<file path="src/hdl/link_atom_cap_force_projection_core_assert.svh">
// Assertion macros for the link atom cap and force projection block.
// Used by files that carry concurrent checks; expects i_clk and i_rst_n in scope.
`ifndef LINK_ATOM_CAP_FORCE_PROJECTION_CORE_ASSERT_SVH
`define LINK_ATOM_CAP_FORCE_PROJECTION_CORE_ASSERT_SVH
`ifndef SYNTHESIS
`define LAPF_ASSERT(lbl, prop) \
    lbl: assert property (@(posedge i_clk) disable iff (!i_rst_n) prop) \
        else $error("lapf: check failed");
`define LAPF_ASSERT_RST(lbl, prop) \
    lbl: assert property (@(posedge i_clk) prop) \
        else $error("lapf: reset check failed");
`else
`define LAPF_ASSERT(lbl, prop)
`define LAPF_ASSERT_RST(lbl, prop)
`endif
`endif

</file>
<file path="src/hdl/lapf_div.sv">
// Pipelined restoring divider, one quotient bit per stage, shared divisor.
// Carries a sideband tag alongside; depends on nothing outside itself.
`default_nettype none
module lapf_div #(
    parameter int LANES = 1,
    parameter int NW    = 8,
    parameter int DW    = 8,
    parameter int QW    = 8,
    parameter int TW    = 1
) (
    input  wire logic                       i_clk,
    input  wire logic                       i_rst_n,
    input  wire logic                       i_en,
    input  wire logic                       i_valid,
    input  wire logic [LANES-1:0][NW-1:0]   i_num,
    input  wire logic [DW-1:0]              i_den,
    input  wire logic [TW-1:0]              i_tag,
    output logic                            o_valid,
    output logic [LANES-1:0][QW-1:0]        o_quo,
    output logic [TW-1:0]                   o_tag
);
    localparam int CW = DW + QW;

    logic [LANES-1:0][CW-1:0] r_rem [QW];
    logic [LANES-1:0][QW-1:0] r_quo [QW];
    logic [DW-1:0]            r_den [QW];
    logic [TW-1:0]            r_tag [QW];
    logic [QW-1:0]            r_vld;

    always_ff @(posedge i_clk) begin
        if (!i_rst_n) begin
            r_vld <= '0;
        end else if (i_en) begin
            r_vld <= {r_vld[QW-2:0], i_valid};
        end
    end

    for (genvar k = 0; k < QW; k++) begin : g_stage
        logic [LANES-1:0][CW-1:0] w_rem_in;
        logic [LANES-1:0][CW-1:0] n_rem;
        logic [LANES-1:0][QW-1:0] w_quo_in;
        logic [LANES-1:0][QW-1:0] n_quo;
        logic [DW-1:0]            w_den_in;
        logic [TW-1:0]            w_tag_in;
        logic [CW-1:0]            w_sub;

        if (k == 0) begin : g_first
            always_comb begin
                for (int l = 0; l < LANES; l++) begin
                    w_rem_in[l] = CW'(i_num[l]);
                end
                w_quo_in = '0;
                w_den_in = i_den;
                w_tag_in = i_tag;
            end
        end else begin : g_next
            always_comb begin
                w_rem_in = r_rem[k-1];
                w_quo_in = r_quo[k-1];
                w_den_in = r_den[k-1];
                w_tag_in = r_tag[k-1];
            end
        end

        assign w_sub = CW'(w_den_in) << (QW - 1 - k);

        always_comb begin
            for (int l = 0; l < LANES; l++) begin
                if (w_rem_in[l] >= w_sub) begin
                    n_rem[l] = w_rem_in[l] - w_sub;
                    n_quo[l] = w_quo_in[l] | (QW'(1) << (QW - 1 - k));
                end else begin
                    n_rem[l] = w_rem_in[l];
                    n_quo[l] = w_quo_in[l];
                end
            end
        end

        always_ff @(posedge i_clk) begin
            if (i_en) begin
                r_rem[k] <= n_rem;
                r_quo[k] <= n_quo;
                r_den[k] <= w_den_in;
                r_tag[k] <= w_tag_in;
            end
        end
    end

    assign o_valid = r_vld[QW-1];
    assign o_quo   = r_quo[QW-1];
    assign o_tag   = r_tag[QW-1];

endmodule
`default_nettype wire

</file>
<file path="config.mk">
export PLATFORM = sky130hd
export DESIGN_NAME = lapf_div
export DESIGN_NICKNAME = d
export VERILOG_FILES = /design/src/hdl/link_atom_cap_force_projection_core_assert.svh /design/src/hdl/lapf_div.sv
export SDC_FILE = /design/constraint.sdc
export NUM_CORES = 1
export LEC_CHECK = 0
export BUFFER_PORTS_ARGS = -buffer_cell sky130_fd_sc_hd__buf_2
export CORE_MARGIN = 3
export CORE_UTILIZATION = 45
export DETAILED_ROUTE_END_ITERATION = 10
export HOLD_SLACK_MARGIN = 0.03
export PLACE_DENSITY = 0.71
export SETUP_SLACK_MARGIN = 0.5
export SYNTH_ARGS = -nofsm -noshare
export SYNTH_HDL_FRONTEND = slang
export SYNTH_SLANG_ARGS = --single-unit
</file>
<file path="constraint.sdc">
create_clock -name i_clk -period 5.4 [get_ports i_clk]
set_input_delay 0.81 -clock i_clk [delete_from_list [all_inputs] [get_ports i_clk]]
set_output_delay 0.81 -clock i_clk [all_outputs]
set_load 0.02 [all_outputs]
</file>
==> metrics.cfg <==
[synthesis]
synth_cell_type_count = 59
ys.flop_type = edfxtp_1
synthSimpleGateAreaFrac_pct = 9.95
synth.mux.area_fraction_pct = 2.38
synth.avg_cell_area_um2 = 12.9
synth_edf_count = 212
syn_nets = 899
synth.cell_area_mm2 = 0.0105
yosysWarnings = 0
syn_inst = 814
ys_seq_area_share_pct = 62.1
yosys-top-cells-area = edfxtp_1 (61%), ha_1 (6.9%), inv_1 (2.8%), o21ai_0 (2.4%), xnor2_1 (2.2%)
synthArstFlopShare_pct = 0
synth.most_common_cell = edfxtp_1
synth_top_area_share_pct = 60.6
synth_fa_ha_area_share_pct = 8.05
ys_ff_latch = 220
synth_commonest_cells = edfxtp_1 (212), inv_1 (79), ha_1 (58)
synth_compound_area_share_pct = 10.9
synthXorXnorAreaFrac_pct = 3.42
synth_top_family_by_area = compound AO/OA/AOI/OAI gates
yosysTopAreaCell = edfxtp_1

[run]
drv_cap = 0

[timing]
worst_pin_slew_ns = 1.07
rsz0062_at_grt = no
hold_slack_ns = 0.412
drv_slew = 0
min_period_ns = 3.25
fin_worst_skew_ns = 0.0182
fin_crit_sh_pct = 60.2
finalSetupViolations = 0
hold_violations = 0
tns_ns = 0
relSlewSlack_pct = 28.7
max_freq_mhz = 307

[clocking]
path_clk_slew_ns = 0.06
cts_setup_buffers = 0
cts_tree = built
cts_resized = 0
numClockSinks = 220
holdBufCountCts = 0
cts_htree_levels = 1
root_buffer = clkbuf_16
clock_latency_ns = 0.52
cts.path.max_buffers = 3
cts_made_buffers = 24

[critical_path]
required_ns = 5.66
end_kind = flop
path_class = reg2reg
critPathMaxFanout = 14
start_kind = flop
r2r_setup_slack_ns = 2.15
cp.arrival_ns = 3.52

[routing]
vias = 6183
drc = 0
wl_per_cell_um = 14.9
first_iter_violations = 348
dr.pass1.iters = 5
avgViaCountPerCell = 5.17
ant_nets = 0
wl_um = 17800

[cells_and_area]
postLayoutCellArea_mm2 = 0.0119
drive_gt1_share_pct = 10.5
area.sequential_mm2 = 0.00653
area_growth_pct = 13.4
multi_input_area_mm2 = 0.00366
n_fill_cell = 1935
num_antenna_cells = 0
finalNetCount = 950

[pwr]
powerDensity_mw_per_mm2 = 428
leakagePower_nw = 4.50
vdd_drop_max_mv = 0.267

[grt]
grt_max_degree = 144
grt_pass1_wl_um = 29600
antenna_found_initial = 0
gr-usage-all-layers_pct = 14.1
first_global_vias = 6145
overflow = 0

[floorplan]
dieHeight_um = 159
ios = 31
die_area_mm2 = 0.0252
die_w_um = 159
start_util_pct = 46.2
fp.coreArea_mm2 = 0.0228
rows = 55

[placed_design]
place_hpwl_um = 12600
portBuffers = 30
gp_congestion = 0.829
placed_cell_area_mm2 = 0.0111

[worst_hold_path]
hold_path_class = reg2reg

[status]
status = finished, final reports clean

## layer usage
layer / global-route usage, % / up-vias / wire [um]
met2: 26.5 / 123 / 9320
met5: 0 / - / 0
met1: 16.0 / 2908 / 7330
met3: 2.35 / 39 / 623
li1: - / 3113 / -
met4: 5.01 / 0 / 570
## critical path: stages, from the launching register on
cell and delay, ns:
edfxtp_1 0.41, ha_1 0.40, a2111oi_0 0.84, nand2_1 0.09
a21oi_1 0.76, inv_1 0.19, mux2_2 0.32
## layout by cell type (no fill, tap or decap), drive strengths merged, types with 9 or more instances in the layout
| cell type | n |
|---|---|
| a21o | 9 |
| a21oi | 37 |
| buf | 33 |
| clkbuf | 29 |
| edfxtp | 212 |
| ha | 58 |
| inv | 79 |
| mux2 | 10 |
| mux2i | 13 |
| nand2 | 57 |
| nand2b | 9 |
| nor2 | 52 |
| nor2b | 20 |
| nor3 | 21 |
| nor4 | 9 |
| o21a | 20 |
| o21ai | 50 |
| xnor2 | 26 |
| xor2 | 15 |
## path summary, 6_finish.rpt
kind,cells past startpoint,endpoint,from
worst max-delay path,6,r_rem[1][12]$_DFFE_PP_,r_rem[0][13]$_SDFFCE_PN0P_
worst min-delay path,0,r_tag[1][3]$_DFFE_PP_,r_tag[1][2]$_DFFE_PP_
worst min register to register,0,r_tag[1][3]$_DFFE_PP_,r_tag[1][2]$_DFFE_PP_
worst max register to register,6,r_rem[1][12]$_DFFE_PP_,r_rem[0][13]$_SDFFCE_PN0P_
## power breakdown
part / internal (W) / switching [W] / leakage, nW
registers: 0.00218 / 0.000140 / 2.11
clock network: 0.00113 / 0.000631 / 0.420
logic: 0.000457 / 0.000566 / 1.97
## area by class of cell
class / instances / area share, %
clock buffer: 29 / 5.38
tap: 313 / 3.29
inverter: 79 / 2.49
timing repair buffer: 33 / 1.53
clock inverter: 15 / 1.87
sequential: 220 / 54.8
multi-input combinational: 507 / 30.7
## sequential cells by signal, summed over array words and instances (netlist names)
| signal | flops |
|---|---|
| r_tag | 8 |
| r_vld | 8 |
| r_quo | 36 |
| r_den | 56 |
| r_rem | 112 |
## cells by family (layout without fill, tap and decap cells)
logic type,after synthesis,in the layout
buffers and inverters,87,156
adder cells (fa/ha/maj),64,64
flip-flops,220,220
AO/OA/AOI/OAI,172,172
AND/OR/NAND/NOR,207,207
multiplexers,23,23
XOR/XNOR,41,41
## through the flow
step	worst slack, ns	util [%]	power [W]	cells
after detailed placement	2.18	48.5	0.00338	1152
after global placement	2.32	48.5	0.00334	1152
after CTS	2.16	52.3	0.00516	1196
final	2.15	52.3	0.00511	1196
after global routing	1.92	52.3	0.00538	1196
after floorplan	2.76	-	0.00309	814
Power figures use the tool's default switching activity.
