==> src/hdl/link_atom_cap_force_projection_core_assert.svh <==
// Assertion macros for the link atom cap and force projection block.
// Used by files that carry concurrent checks; expects i_clk and i_rst_n in scope.
`ifndef LINK_ATOM_CAP_FORCE_PROJECTION_CORE_ASSERT_SVH
`define LINK_ATOM_CAP_FORCE_PROJECTION_CORE_ASSERT_SVH
`ifndef SYNTHESIS
`define LAPF_ASSERT(lbl, prop) \
    lbl: assert property (@(posedge i_clk) disable iff (!i_rst_n) prop) \
        else $error("lapf: check failed");
`define LAPF_ASSERT_RST(lbl, prop) \
    lbl: assert property (@(posedge i_clk) prop) \
        else $error("lapf: reset check failed");
`else
`define LAPF_ASSERT(lbl, prop)
`define LAPF_ASSERT_RST(lbl, prop)
`endif
`endif

==> src/hdl/lapf_sqrt.sv <==
// Pipelined integer square root (floor), one result bit per stage.
// Carries a sideband tag alongside; depends on nothing outside itself.
`default_nettype none
module lapf_sqrt #(
    parameter int NW = 62,
    parameter int TW = 1
) (
    input  wire logic              i_clk,
    input  wire logic              i_rst_n,
    input  wire logic              i_en,
    input  wire logic              i_valid,
    input  wire logic [NW-1:0]     i_rad,
    input  wire logic [TW-1:0]     i_tag,
    output logic                   o_valid,
    output logic [NW/2-1:0]        o_root,
    output logic [TW-1:0]          o_tag
);
    localparam int SW = NW / 2;
    localparam int RW = NW + 1;

    logic [RW-1:0] r_rem  [SW];
    logic [RW-1:0] r_root [SW];
    logic [TW-1:0] r_tag  [SW];
    logic [SW-1:0] r_vld;

    always_ff @(posedge i_clk) begin
        if (!i_rst_n) begin
            r_vld <= '0;
        end else if (i_en) begin
            r_vld <= {r_vld[SW-2:0], i_valid};
        end
    end

    for (genvar k = 0; k < SW; k++) begin : g_stage
        logic [RW-1:0] w_rem_in;
        logic [RW-1:0] w_root_in;
        logic [TW-1:0] w_tag_in;
        logic [RW-1:0] w_bit;
        logic [RW-1:0] w_trial;
        logic [RW-1:0] n_rem;
        logic [RW-1:0] n_root;

        if (k == 0) begin : g_first
            assign w_rem_in  = RW'(i_rad);
            assign w_root_in = '0;
            assign w_tag_in  = i_tag;
        end else begin : g_next
            assign w_rem_in  = r_rem[k-1];
            assign w_root_in = r_root[k-1];
            assign w_tag_in  = r_tag[k-1];
        end

        assign w_bit   = RW'(1) << (NW - 2 - 2 * k);
        assign w_trial = w_root_in + w_bit;

        always_comb begin
            if (w_rem_in >= w_trial) begin
                n_rem  = w_rem_in - w_trial;
                n_root = (w_root_in >> 1) + w_bit;
            end else begin
                n_rem  = w_rem_in;
                n_root = w_root_in >> 1;
            end
        end

        always_ff @(posedge i_clk) begin
            if (i_en) begin
                r_rem[k]  <= n_rem;
                r_root[k] <= n_root;
                r_tag[k]  <= w_tag_in;
            end
        end
    end

    assign o_valid = r_vld[SW-1];
    assign o_root  = r_root[SW-1][SW-1:0];
    assign o_tag   = r_tag[SW-1];

endmodule
`default_nettype wire

==> config.mk <==
export PLATFORM = sky130hd
export DESIGN_NAME = lapf_sqrt
export DESIGN_NICKNAME = d
export VERILOG_FILES = /design/src/hdl/link_atom_cap_force_projection_core_assert.svh /design/src/hdl/lapf_sqrt.sv
export SDC_FILE = /design/constraint.sdc
export NUM_CORES = 2
export LEC_CHECK = 0
export ABC_AREA = 0
export BUFFER_PORTS_ARGS = -buffer_cell sky130_fd_sc_hd__buf_4
export CORE_MARGIN = 4
export CORE_UTILIZATION = 40
export DETAILED_ROUTE_END_ITERATION = 10
export GPL_ROUTABILITY_DRIVEN = 1
export PLACE_DENSITY = 0.62
export SKIP_LAST_GASP = 1
export SLEW_MARGIN = 5
export SYNTH_ARGS = -nofsm -noshare
export SYNTH_HDL_FRONTEND = slang
export SYNTH_SLANG_ARGS = --single-unit
==> constraint.sdc <==
create_clock -name i_clk -period 3.52 [get_ports i_clk]
set_clock_uncertainty 0.2 [all_clocks]
set_input_delay 0.704 -clock i_clk [delete_from_list [all_inputs] [get_ports i_clk]]
set_output_delay 0.704 -clock i_clk [all_outputs]
set_load 0.01 [all_outputs]
==> metrics.cfg <==
[timing]
rsz0062_at_grt = yes
slew_violations = 0
setup_ws_ns = -0.2819
finalSetupViolations = 89
hold_viol_final = 0
hold_ws_ns = 0.2045
worst_pin_slew_ns = 1.098
fmax_mhz = 263.0
fin_crit_sh = 1.080
timing.slew.headroom = 0.2613
setup-tns-final_ns = -13.59
period_needed_ns = 3.802

[global_routing]
globalRouteOverflowTotal = 0
grt_pass1_wl_microns = 485600
grt_pass1_vias = 80170
grt.total_usage = 0.2101
grt_max_degree = 163
antenna_found_initial = 7

[synth]
async_reset_ff_frac = 0
synth_ff_type = edfxtp_1
synth_cell_types = 95
synth.avg_cell_area_sq_um = 12.59
syn-cell-area_sq_mm = 0.1168
synth_edf_count = 2417
synth-seq-area-share = 0.6268
yosysWarnings = 0
syn-num-nets = 9864
ys_ff_latch = 2448
synth_cells = 9272

[job]
max_cap_violations = 0

[routing]
antenna_left = 0
vias_per_cell = 5.314
wire_per_inst_microns = 21.80
drt_first_pass_iters = 8
vias = 79740
drc = 0
wl_microns = 327100
drtIter0Drc = 6058

[clock_tree]
cts_tree = done
clock_sinks = 2448
numCtsBuffers = 276
htree_levels = 5
clockBufferDepth = 4
clkLatencyLatePin_ns = 0.90
cts_root_buf = clkbuf_16
path_clk_slew_ns = 0.06

[placement]
dp_worst_setup_slack_ns = -0.9081
io_buffer_count = 99
place_area_sq_mm = 0.1315
hpwl_microns = 251500
gp_congestion = 0.9469

[hold_path]
hold_path.class = register to register
whs_path_depth = 0
min_to = r_rem[1][83]$_DFFE_PP_
hp-start = r_rem[1][20]$_DFFE_PP_

[floorplanning]
core-area_sq_mm = 0.2908
die_area_sq_mm = 0.3007
die_h_microns = 548.3
num_rows = 198
start_util = 0.4015
io_pins = 100
die_x_microns = 548.3

[cells_and_area]
num-nets-final = 11480
fillers = 25240
fin_area_sq_mm = 0.1453
area_delta_synth_final_pct = 24.42
drive_gt1_frac = 0.2183

[setup_path]
max_stage_delay_ns = 0.55
crit_buf_inv = 2
r2r-start = r_rem[1][682]$_DFFE_PP_
worst_r2r_endpoint = r_rem[1][710]$_DFFE_PP_
cp-end-kind = register
cp_cell_sequence = or4_4 > or3_4 > or4_4 > or3_4 > or4b_4 > o21bai_4 > buf_12 > buf_4 > nor2_1 > a21oi_2
rrSetupSlack_ns = -0.28
path_delay_family = simple AND/OR/NAND/NOR gates
cp_slowest_cell = or4_4
cp_data_required_time_ns = 3.92
worstRegToRegCells = 10
cp-start-kind = register
crit_type = register to register
cp.arrival_ns = 4.20
worst-path-max-fanout = 22

[power]
p_leak_nw = 55.88
total_power_mw = 90.44
ir_drop_v = 0.0004668
p_per_area_mw_per_mm2 = 622.5

[outcome]
failed_checks = setup timing
status = complete, but fails checks

==> state kept, by name (all words and copies together), names as in the netlist <==
register / count
r_root: 496
r_tag: 31
r_rem: 1890
r_vld: 31
==> worst reg2reg max path: cells and delay by family (launching register included) <==
kind | cells | cell delay [ns]
buffers and inverters | 2 | 0.35
AOI/OAI and AO/OA | 2 | 0.27
DFF | 1 | 0.39
and+or+nand+nor | 6 | 2.33
==> through the flow <==
step	util	instances
final	0.4996	15010
after global routing	0.4995	15000
after global placement	0.4521	14300
after floorplan	-	9272
after CTS	0.4906	14910
after detailed placement	0.4521	14300
==> cell usage in the layout, fill, tap and decap left out, types with 37 or more instances in the layout <==
cell | synthesis | layout
buf_4 | 3 | 1356
ha_1 | 525 | 471
or3_1 | 109 | 93
ha_4 | 0 | 47
or4_1 | 89 | 68
xor2_1 | 387 | 383
nand2_1 | 576 | 565
nand3_1 | 152 | 141
nand2b_1 | 104 | 102
a21oi_1 | 595 | 569
dlygate4sd3_1 | 0 | 67
clkinv_2 | 0 | 49
o31ai_1 | 46 | 37
nor2_1 | 623 | 607
nor2b_1 | 97 | 96
buf_6 | 1 | 38
inv_1 | 654 | 645
nand4_1 | 148 | 148
clkbuf_1 | 149 | 42
a21o_1 | 179 | 179
buf_12 | 0 | 45
a211oi_1 | 62 | 52
nor4_1 | 339 | 280
nor3_1 | 234 | 196
o211ai_1 | 39 | 39
edfxtp_1 | 2417 | 2417
xnor2_1 | 456 | 442
clkbuf_16 | 0 | 283
o21bai_1 | 42 | 41
mux2i_1 | 42 | 42
a31oi_1 | 51 | 49
o21a_1 | 108 | 106
mux2_2 | 73 | 72
clkinv_1 | 1 | 46
o21ai_0 | 394 | 344
==> metal layers <==
metal  vias to the layer above  global-route usage  part of all wire  wire length [microns]
met4                         0              0.1128             0.062                  20250
met2                      1974              0.3916              0.53                 172800
li1                      38090                   -                 -                      -
met1                     39030              0.2344              0.37                 121600
met3                       648             0.02210             0.038                  12370
met5                         -                   0                 0                      0
==> area by class of cell <==
class / instances / area, sq um / area share
diodes: 7 / 17.52 / 0.0001206
repair buffers: 1514 / 12350 / 0.08501
inverters: 658 / 2484 / 0.01709
well taps: 3900 / 4880 / 0.03358
clock inverters: 168 / 1659 / 0.01142
clock buffers: 324 / 7197 / 0.04953
multi-input cells: 5986 / 43510 / 0.2994
flip-flops and latches: 2448 / 73200 / 0.5038
==> how the worst max path moves through the flow <==
stage | start | endpoint | slack (ns) | cells after the start
global route | r_rem[1][682]$_DFFE_PP_ | r_rem[1][710]$_DFFE_PP_ | -0.34 | 10
finish | r_rem[1][682]$_DFFE_PP_ | r_rem[1][710]$_DFFE_PP_ | -0.28 | 10
floorplan | r_rem[1][680]$_DFFE_PP_ | r_rem[1][703]$_DFFE_PP_ | -0.19 | 8
CTS | r_rem[1][682]$_DFFE_PP_ | r_rem[1][703]$_DFFE_PP_ | -0.26 | 8
global placement | r_rem[1][156]$_DFFE_PP_ | r_rem[1][245]$_DFFE_PP_ | -0.91 | 9
detailed placement | r_rem[1][156]$_DFFE_PP_ | r_rem[1][245]$_DFFE_PP_ | -0.91 | 9
==> report_power, final <==
part	internal (mW)	total [mW]	switching [mW]
clock network	16.4	28.2	11.8
registers	36.7	39.7	3.04
logic	10.4	22.6	12.2
total	63.5	90.4	27.0
==> kinds of logic after synthesis <==
group	Yosys count	share of synthesized area
buf+inv	838	0.02719
flops	2448	0.6268
compound gates	1727	0.09191
fa+ha+maj	525	0.05625
xor+xnor	843	0.06322
simple gates	2771	0.1235
mux	120	0.01112
==> cell usage after synthesis (39+ instances only) <==
library cell | count | area share
nor2_1 | 623 | 0.020
or4_1 | 89 | 0.0057
nor4_1 | 339 | 0.018
nor3_1 | 234 | 0.010
xor2_1 | 387 | 0.029
o21a_1 | 108 | 0.0069
a211oi_1 | 62 | 0.0040
edfxtp_1 | 2417 | 0.62
nand2b_1 | 104 | 0.0056
o21bai_1 | 42 | 0.0027
nand3_1 | 152 | 0.0065
nand4_1 | 148 | 0.0079
a31oi_1 | 51 | 0.0027
or3_1 | 109 | 0.0058
ha_1 | 525 | 0.056
nand2_1 | 576 | 0.019
o31ai_1 | 46 | 0.0030
a21o_1 | 179 | 0.012
nor2b_1 | 97 | 0.0052
o211ai_1 | 39 | 0.0025
xnor2_1 | 456 | 0.034
mux2_2 | 73 | 0.0070
clkbuf_1 | 149 | 0.0048
and3_1 | 39 | 0.0021
inv_1 | 654 | 0.021
o21ai_0 | 394 | 0.017
nor4b_1 | 39 | 0.0029
a21oi_1 | 595 | 0.025
mux2i_1 | 42 | 0.0036
==> timing repair <==
item | 4_1_cts | 5_1_grt
pin swaps | 78 | 164
buffers inserted | 51 | 88
hold buffers | 67 | 0
gates cloned | 6 | 3
endpoints found under the hold margin | 105 | 0
endpoints found under the setup margin | 516 | 550
gates resized for setup | 233 | 377
(Power assumes the default switching activity.)
